==> src/design/rfa_pkg.sv <==
`timescale 1ns / 1ps
// Package for the rational fraction ALU: mode codes and fixed widths.
// No dependencies; imported by rational_fraction_alu.
package rfa_pkg;

  localparam int unsigned ModeW = 3;
  localparam int unsigned ResW  = 33;
  localparam int unsigned AccW  = 64;
  localparam int unsigned CntW  = 6;

  typedef logic [ModeW-1:0] mode_t;

  localparam mode_t MODE_ADD = 3'd0;
  localparam mode_t MODE_SUB = 3'd1;
  localparam mode_t MODE_MUL = 3'd2;
  localparam mode_t MODE_DIV = 3'd3;

endpackage

==> src/design/rational_fraction_alu.sv <==
`timescale 1ns / 1ps
// Channel  | signals                                          | dir | handshake
// request  | mode_i, a_num_i, a_den_i, b_num_i, b_den_i       | in  | start_i && !busy_o
// result   | res_num_o, res_den_o, zero_gcd_error_o           | out | res_valid_o, one cycle
//
// A request runs multiply states ST_MUL0, ST_MUL1 and, for add and subtract, ST_MUL2 on one
// signed multiplier, takes magnitudes, runs binary GCD steps (shift or subtract) and then
// two restoring divisions, numerator then denominator, by the GCD; a zero over zero
// request answers from the magnitude step. The shared 65-bit subtractor sets the pace.
// Reset clears the sequencer and the strobe. The receiver cannot stall: each result is
// shown for exactly one cycle, and busy_o is low again in that same cycle.
// Depends on rfa_pkg.
module rational_fraction_alu #(
  parameter int unsigned OPERAND_WIDTH = 16
) (
  input  logic                              clk_i,
  input  logic                              rst_ni,
  input  logic                              start_i,
  output logic                              busy_o,
  input  rfa_pkg::mode_t                    mode_i,
  input  logic signed [OPERAND_WIDTH-1:0]   a_num_i,
  input  logic signed [OPERAND_WIDTH-1:0]   a_den_i,
  input  logic signed [OPERAND_WIDTH-1:0]   b_num_i,
  input  logic signed [OPERAND_WIDTH-1:0]   b_den_i,
  output logic                              res_valid_o,
  output logic signed [rfa_pkg::ResW-1:0]   res_num_o,
  output logic signed [rfa_pkg::ResW-1:0]   res_den_o,
  output logic                              zero_gcd_error_o
);
  import rfa_pkg::*;

  localparam int unsigned PW = 2 * OPERAND_WIDTH;

  typedef enum logic [2:0] {
    ST_IDLE, ST_MUL0, ST_MUL1, ST_MUL2, ST_ABS, ST_GCD, ST_DIVN, ST_DIVD
  } state_e;

  state_e state_q;
  mode_t  mode_q;
  logic signed [OPERAND_WIDTH-1:0] an_q, ad_q, bn_q, bd_q;
  logic [AccW-1:0] num_q, den_q, x_q, y_q, g_q, dvd_q, rem_q;
  logic [CntW-1:0] k_q, cnt_q;
  logic neg_num_q, neg_den_q;

  logic signed [OPERAND_WIDTH-1:0] mul_a, mul_b;
  logic signed [PW-1:0]            prod;
  logic [AccW-1:0]                 prod64;
  logic [AccW:0]                   sub_a, sub_b, sub_r;
  logic [AccW-1:0]                 q_next, num_mag, den_mag;

  // Operand selection for the single multiplier.
  always_comb begin
    mul_a = (state_q == ST_MUL0) ? an_q : ad_q;
    case (state_q)
      ST_MUL0: mul_b = (mode_q == MODE_MUL) ? bn_q : bd_q;
      ST_MUL1: mul_b = (mode_q == MODE_DIV) ? bn_q : bd_q;
      default: mul_b = bn_q;
    endcase
  end

  assign prod   = mul_a * mul_b;
  assign prod64 = AccW'(prod);

  // Shared subtractor: GCD compare-and-subtract, or one restoring division step.
  always_comb begin
    if (state_q == ST_GCD) begin
      sub_a = {1'b0, x_q};
      sub_b = {1'b0, y_q};
    end else begin
      sub_a = {rem_q, dvd_q[AccW-1]};
      sub_b = {1'b0, g_q};
    end
  end

  assign sub_r   = sub_a - sub_b;
  assign q_next  = {dvd_q[AccW-2:0], ~sub_r[AccW]};
  assign num_mag = num_q[AccW-1] ? (AccW'(0) - num_q) : num_q;
  assign den_mag = den_q[AccW-1] ? (AccW'(0) - den_q) : den_q;
  assign busy_o  = (state_q != ST_IDLE);

  always_ff @(posedge clk_i or negedge rst_ni) begin
    if (!rst_ni) begin
      state_q     <= ST_IDLE;
      res_valid_o <= 1'b0;
    end else begin
      res_valid_o <= 1'b0;
      case (state_q)
        ST_IDLE: begin
          if (start_i) begin
            mode_q  <= mode_i;
            an_q    <= a_num_i;
            ad_q    <= a_den_i;
            bn_q    <= b_num_i;
            bd_q    <= b_den_i;
            state_q <= ST_MUL0;
          end
        end
        ST_MUL0: begin
          case (mode_q)
            MODE_ADD, MODE_SUB, MODE_MUL, MODE_DIV: begin
              num_q   <= prod64;
              state_q <= ST_MUL1;
            end
            default: begin
              num_q   <= AccW'(an_q);
              den_q   <= AccW'(ad_q);
              state_q <= ST_ABS;
            end
          endcase
        end
        ST_MUL1: begin
          den_q   <= prod64;
          state_q <= (mode_q == MODE_ADD || mode_q == MODE_SUB) ? ST_MUL2 : ST_ABS;
        end
        ST_MUL2: begin
          num_q   <= (mode_q == MODE_ADD) ? (num_q + prod64) : (num_q - prod64);
          state_q <= ST_ABS;
        end
        ST_ABS: begin
          neg_num_q <= num_q[AccW-1];
          neg_den_q <= den_q[AccW-1];
          x_q       <= num_mag;
          y_q       <= den_mag;
          k_q       <= '0;
          if (num_q == '0 && den_q == '0) begin
            res_num_o        <= '0;
            res_den_o        <= '0;
            zero_gcd_error_o <= 1'b1;
            res_valid_o      <= 1'b1;
            state_q          <= ST_IDLE;
          end else begin
            state_q <= ST_GCD;
          end
        end
        ST_GCD: begin
          // Binary GCD: strip common twos, then odd-minus-odd until one side is zero.
          if (x_q == '0 || y_q == '0) begin
            g_q     <= (x_q | y_q) << k_q;
            dvd_q   <= num_mag;
            rem_q   <= '0;
            cnt_q   <= '0;
            state_q <= ST_DIVN;
          end else if (!x_q[0] && !y_q[0]) begin
            x_q <= x_q >> 1;
            y_q <= y_q >> 1;
            k_q <= k_q + 1'b1;
          end else if (!x_q[0]) begin
            x_q <= x_q >> 1;
          end else if (!y_q[0]) begin
            y_q <= y_q >> 1;
          end else if (!sub_r[AccW]) begin
            x_q <= sub_r[AccW-1:0];
          end else begin
            y_q <= AccW'(0) - sub_r[AccW-1:0];
          end
        end
        ST_DIVN, ST_DIVD: begin
          rem_q <= sub_r[AccW] ? sub_a[AccW-1:0] : sub_r[AccW-1:0];
          dvd_q <= q_next;
          cnt_q <= cnt_q + 1'b1;
          if (cnt_q == CntW'(AccW - 1)) begin
            rem_q <= '0;
            if (state_q == ST_DIVN) begin
              // The numerator quotient replaces the numerator; its sign is kept apart.
              num_q   <= q_next;
              dvd_q   <= den_mag;
              state_q <= ST_DIVD;
            end else begin
              res_num_o        <= ResW'(neg_num_q ? (AccW'(0) - num_q) : num_q);
              res_den_o        <= ResW'(neg_den_q ? (AccW'(0) - q_next) : q_next);
              zero_gcd_error_o <= 1'b0;
              res_valid_o      <= 1'b1;
              state_q          <= ST_IDLE;
            end
          end
        end
        default: state_q <= ST_IDLE;
      endcase
    end
  end

  a_err_zero: assert property (@(posedge clk_i) disable iff (!rst_ni)
    res_valid_o && zero_gcd_error_o |-> res_num_o == '0 && res_den_o == '0)
    else $error("zero GCD result is not zero");

  a_start_busy: assert property (@(posedge clk_i) disable iff (!rst_ni)
    start_i && !busy_o |=> busy_o)
    else $error("accepted request did not raise busy");

  a_valid_idle: assert property (@(posedge clk_i) disable iff (!rst_ni)
    res_valid_o |-> !busy_o)
    else $error("result strobe while sequencer busy");

  a_gcd_nonzero: assert property (@(posedge clk_i) disable iff (!rst_ni)
    state_q == ST_GCD |-> (x_q != '0 || y_q != '0))
    else $error("GCD entered with both operands zero");

endmodule
==> config.mk <==
export PLATFORM = sky130hd
export DESIGN_NAME = rational_fraction_alu
export DESIGN_NICKNAME = d
export VERILOG_FILES = /design/src/design/rfa_pkg.sv /design/src/design/rational_fraction_alu.sv
export SDC_FILE = /design/constraint.sdc
export NUM_CORES = 2
export LEC_CHECK = 0
export ABC_AREA = 1
export BUFFER_PORTS_ARGS = -buffer_cell sky130_fd_sc_hd__buf_2
export CAP_MARGIN = 20
export CORE_MARGIN = 8
export CORE_UTILIZATION = 40
export DETAILED_ROUTE_END_ITERATION = 16
export PLACE_DENSITY_LB_ADDON = 0.1
export SKIP_CTS_REPAIR_TIMING = 1
export SLEW_MARGIN = 20
export SYNTH_ARGS = -nofsm -noshare
export SYNTH_HDL_FRONTEND = slang
export SYNTH_SLANG_ARGS = --single-unit
==> constraint.sdc <==
create_clock -name clk_i -period 10.1 [get_ports clk_i]
set_clock_uncertainty 0.2 [all_clocks]
set_input_delay 3.03 -clock clk_i [delete_from_list [all_inputs] [get_ports clk_i]]
set_output_delay 3.03 -clock clk_i [all_outputs]
set_load 0.01 [all_outputs]
==> flow_summary_export.csv <==
group,metric,value,unit
floorplan,die_y,393,um
route,initialDrtViolationCount,7065,
run,cap_violations,0,
setup_path,cp_slowest_cell,"fa_1",
clocking,cts_buffers,75,
setup_path,cp-start-kind,"flip-flop",
clocking,cts_tree,"built",
route,dr_wl_met2,109,mm
route,wl_met1,119,mm
placed_design,io_buffers,138,
setup_path,critical_path_buf_inv_count,14,
setup_path,critical_path_class,"flip-flop to flip-flop",
sta,period_minus_slack,10.16,ns
run_status,violations,"setup timing",
yosys,syn-num-nets,8522,
route,viasPerCell,5.58,
sta,finalCritPeriodShare,1.01,
clocking,cts_sinks,568,
yosys,yosysUniqueCellTypes,67,
sta,finalHoldViolations,0,
yosys,ys_warn_count,0,
setup_path,crit_family,"adder cells",
yosys,postSynthCellCount,7962,
placed_design,placed_cells,10400,
floorplan,fp-row-count,138,
floorplan,initial_core_util,0.402,
route,via_count,58900,
clocking,path_clk_slew,0.06,ns
floorplan,die_area,154000,um^2
setup_path,crit_top_cell,"fa_1",
route,wl_per_cell,25.2,um
route,wirelength,266,mm
worst_hold_path,hold_class,"flip-flop to flip-flop",
yosys,syn_avg_cell_area,7.13,um^2
setup_path,crit_path_max_incr_delay,0.62,ns
sta,worst_slew_margin_rel,0.139,
setup_path,crit_arrival,10.37,ns
global_route,grt_antenna_before_repair,13,
sta,worstMarginPinSlew,1.28,ns
setup_path,required,10.30,ns
run_status,status,"complete, but fails checks",
sta,setup_viol,1,
global_route,grt_max_degree,147,
route,drt_first_pass_iters,6,
sta,rsz0062_at_grt,"yes",
route,drc_errors,0,
cells_and_area,final_cells,10600,
clocking,htree_levels,3,
global_route,grt_overflow_total,0,
route,top_layer,"met5",
yosys,synth_seq_cells,568,
global_route,grt_usage,0.335,
yosys,ys_seq_area_frac,0.300,
yosys,synthArstFlopShare,0.00704,
cells_and_area,layout-drive-gt1-share,0.161,
sta,whs,0.373,ns
floorplan,io_pins,139,
cells_and_area,syn_to_final_growth,20.1,%
cells_and_area,fin_nets,9169,
setup_path,cp-end-kind,"flip-flop",
clocking,clk_latency,0.69,ns
clocking,root_buffer,"clkbuf_16",
yosys,syn_area,56800,um^2
placed_design,gp_congestion,1.01,
route,wl_met3,28.7,mm
sta,tns,-0.0647,ns
sta,fin_ws,-0.0647,ns
clocking,clock_path_buffers,3,
yosys,ys.flop_type,"edfxtp_1",
sta,slew_violations,0,
yosys,synth-edff-count,564,
sta,fmax,98.4,MHz
placed_design,dp_hpwl,218,mm
setup_path,critPathMaxFanout,7,
floorplan,coreArea,141000,um^2
route,drt.antenna.violating_nets,0,
global_route,grt_pass1_vias,56000,
floorplan,fp.dieW,393,um
global_route,grt_first_pass_wirelength,381,mm
through the flow:
stage	utilization	instance area, um^2	worst slack (ns)
3_3_place_gp	0.454	64200	-0.577
4_1_cts	0.471	66600	-0.625
5_1_grt	0.483	68200	-0.413
2_1_floorplan	-	56800	0.499
3_5_place_dp	0.454	64200	-0.558
6_report	0.483	68200	-0.0647
path summary, 6_finish.rpt:
path | endpoint | startpoint | slack [ns] | depth (start not counted)
min in group asynchronous | state_q[0] | rst_ni | 2.02 | 1
worst min register to register | den_q[0] | ad_q[0] | 0.37 | 2
max in group asynchronous | res_valid_o | rst_ni | 7.46 | 1
worst max-delay path | num_q[52] | state_q[2] | -0.06 | 49
worst min-delay path | den_q[0] | ad_q[0] | 0.37 | 2
worst max register to register | num_q[52] | state_q[2] | -0.06 | 49
per-layer routing:
metal	global-route usage	vias to the layer above
li1	-	27300
met1	0.490	28400
met2	0.483	2800
met3	0.0809	368
met4	0.108	2
met5	0	-
cell usage after synthesis (79+ instances only):
| cell type | n | area, um^2 |
|---|---|---|
| nand3_1 | 366 | 1830 |
| nand2_1 | 2029 | 7620 |
| xor2_1 | 147 | 1290 |
| inv_1 | 1318 | 4950 |
| ha_1 | 226 | 2830 |
| nand4_1 | 99 | 619 |
| a21oi_1 | 447 | 2240 |
| nor2_1 | 792 | 2970 |
| o21ai_0 | 603 | 3020 |
| edfxtp_1 | 564 | 16900 |
| mux2i_1 | 79 | 791 |
| clkbuf_1 | 230 | 863 |
| fa_1 | 264 | 5290 |
| nor3_1 | 104 | 521 |
state kept, by name, indices dropped and copies added, names as in the netlist, 33 cells and up:
register and flops:
num_q 64, res_den_o 33, x_q 64, dvd_q 64, y_q 64, g_q 64, rem_q 64, res_num_o 33
cell usage in the layout (no fill, tap or decap), types with 14 or more instances in the layout:
cell type and n:
nand2_1 1995, inv_1 1286, nor2_1 719, buf_4 679, edfxtp_1 564, o21ai_0 544
a21oi_1 414, nand3_1 360, fa_1 255, ha_1 204, xor2_1 139, buf_2 139
nand4_1 99, nor3_1 95, nor2_2 82, mux2i_1 79, clkbuf_16 77, o221ai_1 74
o211ai_1 68, o21ai_1 65, nor4_1 59, nand2_2 51, xnor2_1 44, inv_2 37
or2_2 34, a21oi_2 33, o21ai_2 30, a22oi_1 28, clkinv_1 24, a31oi_1 23
nor2_4 20, nand3b_1 18, ha_4 18, buf_12 18, nor3_2 17, o22ai_1 15
clkbuf_1 14
layout make-up:
| cell class | count | area [um^2] |
|---|---|---|
| Antenna cell | 1 | 2.50 |
| Clock buffer | 90 | 1950 |
| Clock inverter | 44 | 414 |
| Fill cell | 14500 | 73000 |
| Inverter | 1348 | 5120 |
| Multi-Input combinational cell | 5766 | 35000 |
| Sequential cell | 568 | 17000 |
| Tap cell | 1890 | 2360 |
| Timing Repair Buffer | 849 | 6310 |
| Timing Repair inverter | 1 | 7.51 |
worst register-to-register path, delay by kind of cell, from the launching register on:
| kind | cells | cell delay (ns) |
|---|---|---|
| flip-flops | 1 | 0.42 |
| AO/OA/AOI/OAI | 7 | 1.27 |
| buffers and inverters | 14 | 1.52 |
| AND/OR/NAND/NOR | 17 | 1.93 |
| XOR/XNOR | 2 | 0.42 |
| adder cells (fa/ha/maj) | 9 | 4.14 |
cell families (layout without fill, tap and decap cells):
group | count (synthesis) | in the layout | synth area share
simple gates | 3594 | 3594 | 0.263
other cells | 0 | 1 | 0
xor+xnor | 202 | 202 | 0.0321
buf+inv | 1628 | 2332 | 0.109
fa+ha+maj | 490 | 490 | 0.143
mux | 79 | 79 | 0.0139
compound gates | 1401 | 1401 | 0.139
flops | 568 | 568 | 0.300
Power is left out: the tool's default activity adds up to more than one toggle a clock period on the data nets, which glitch-free logic cannot reach.
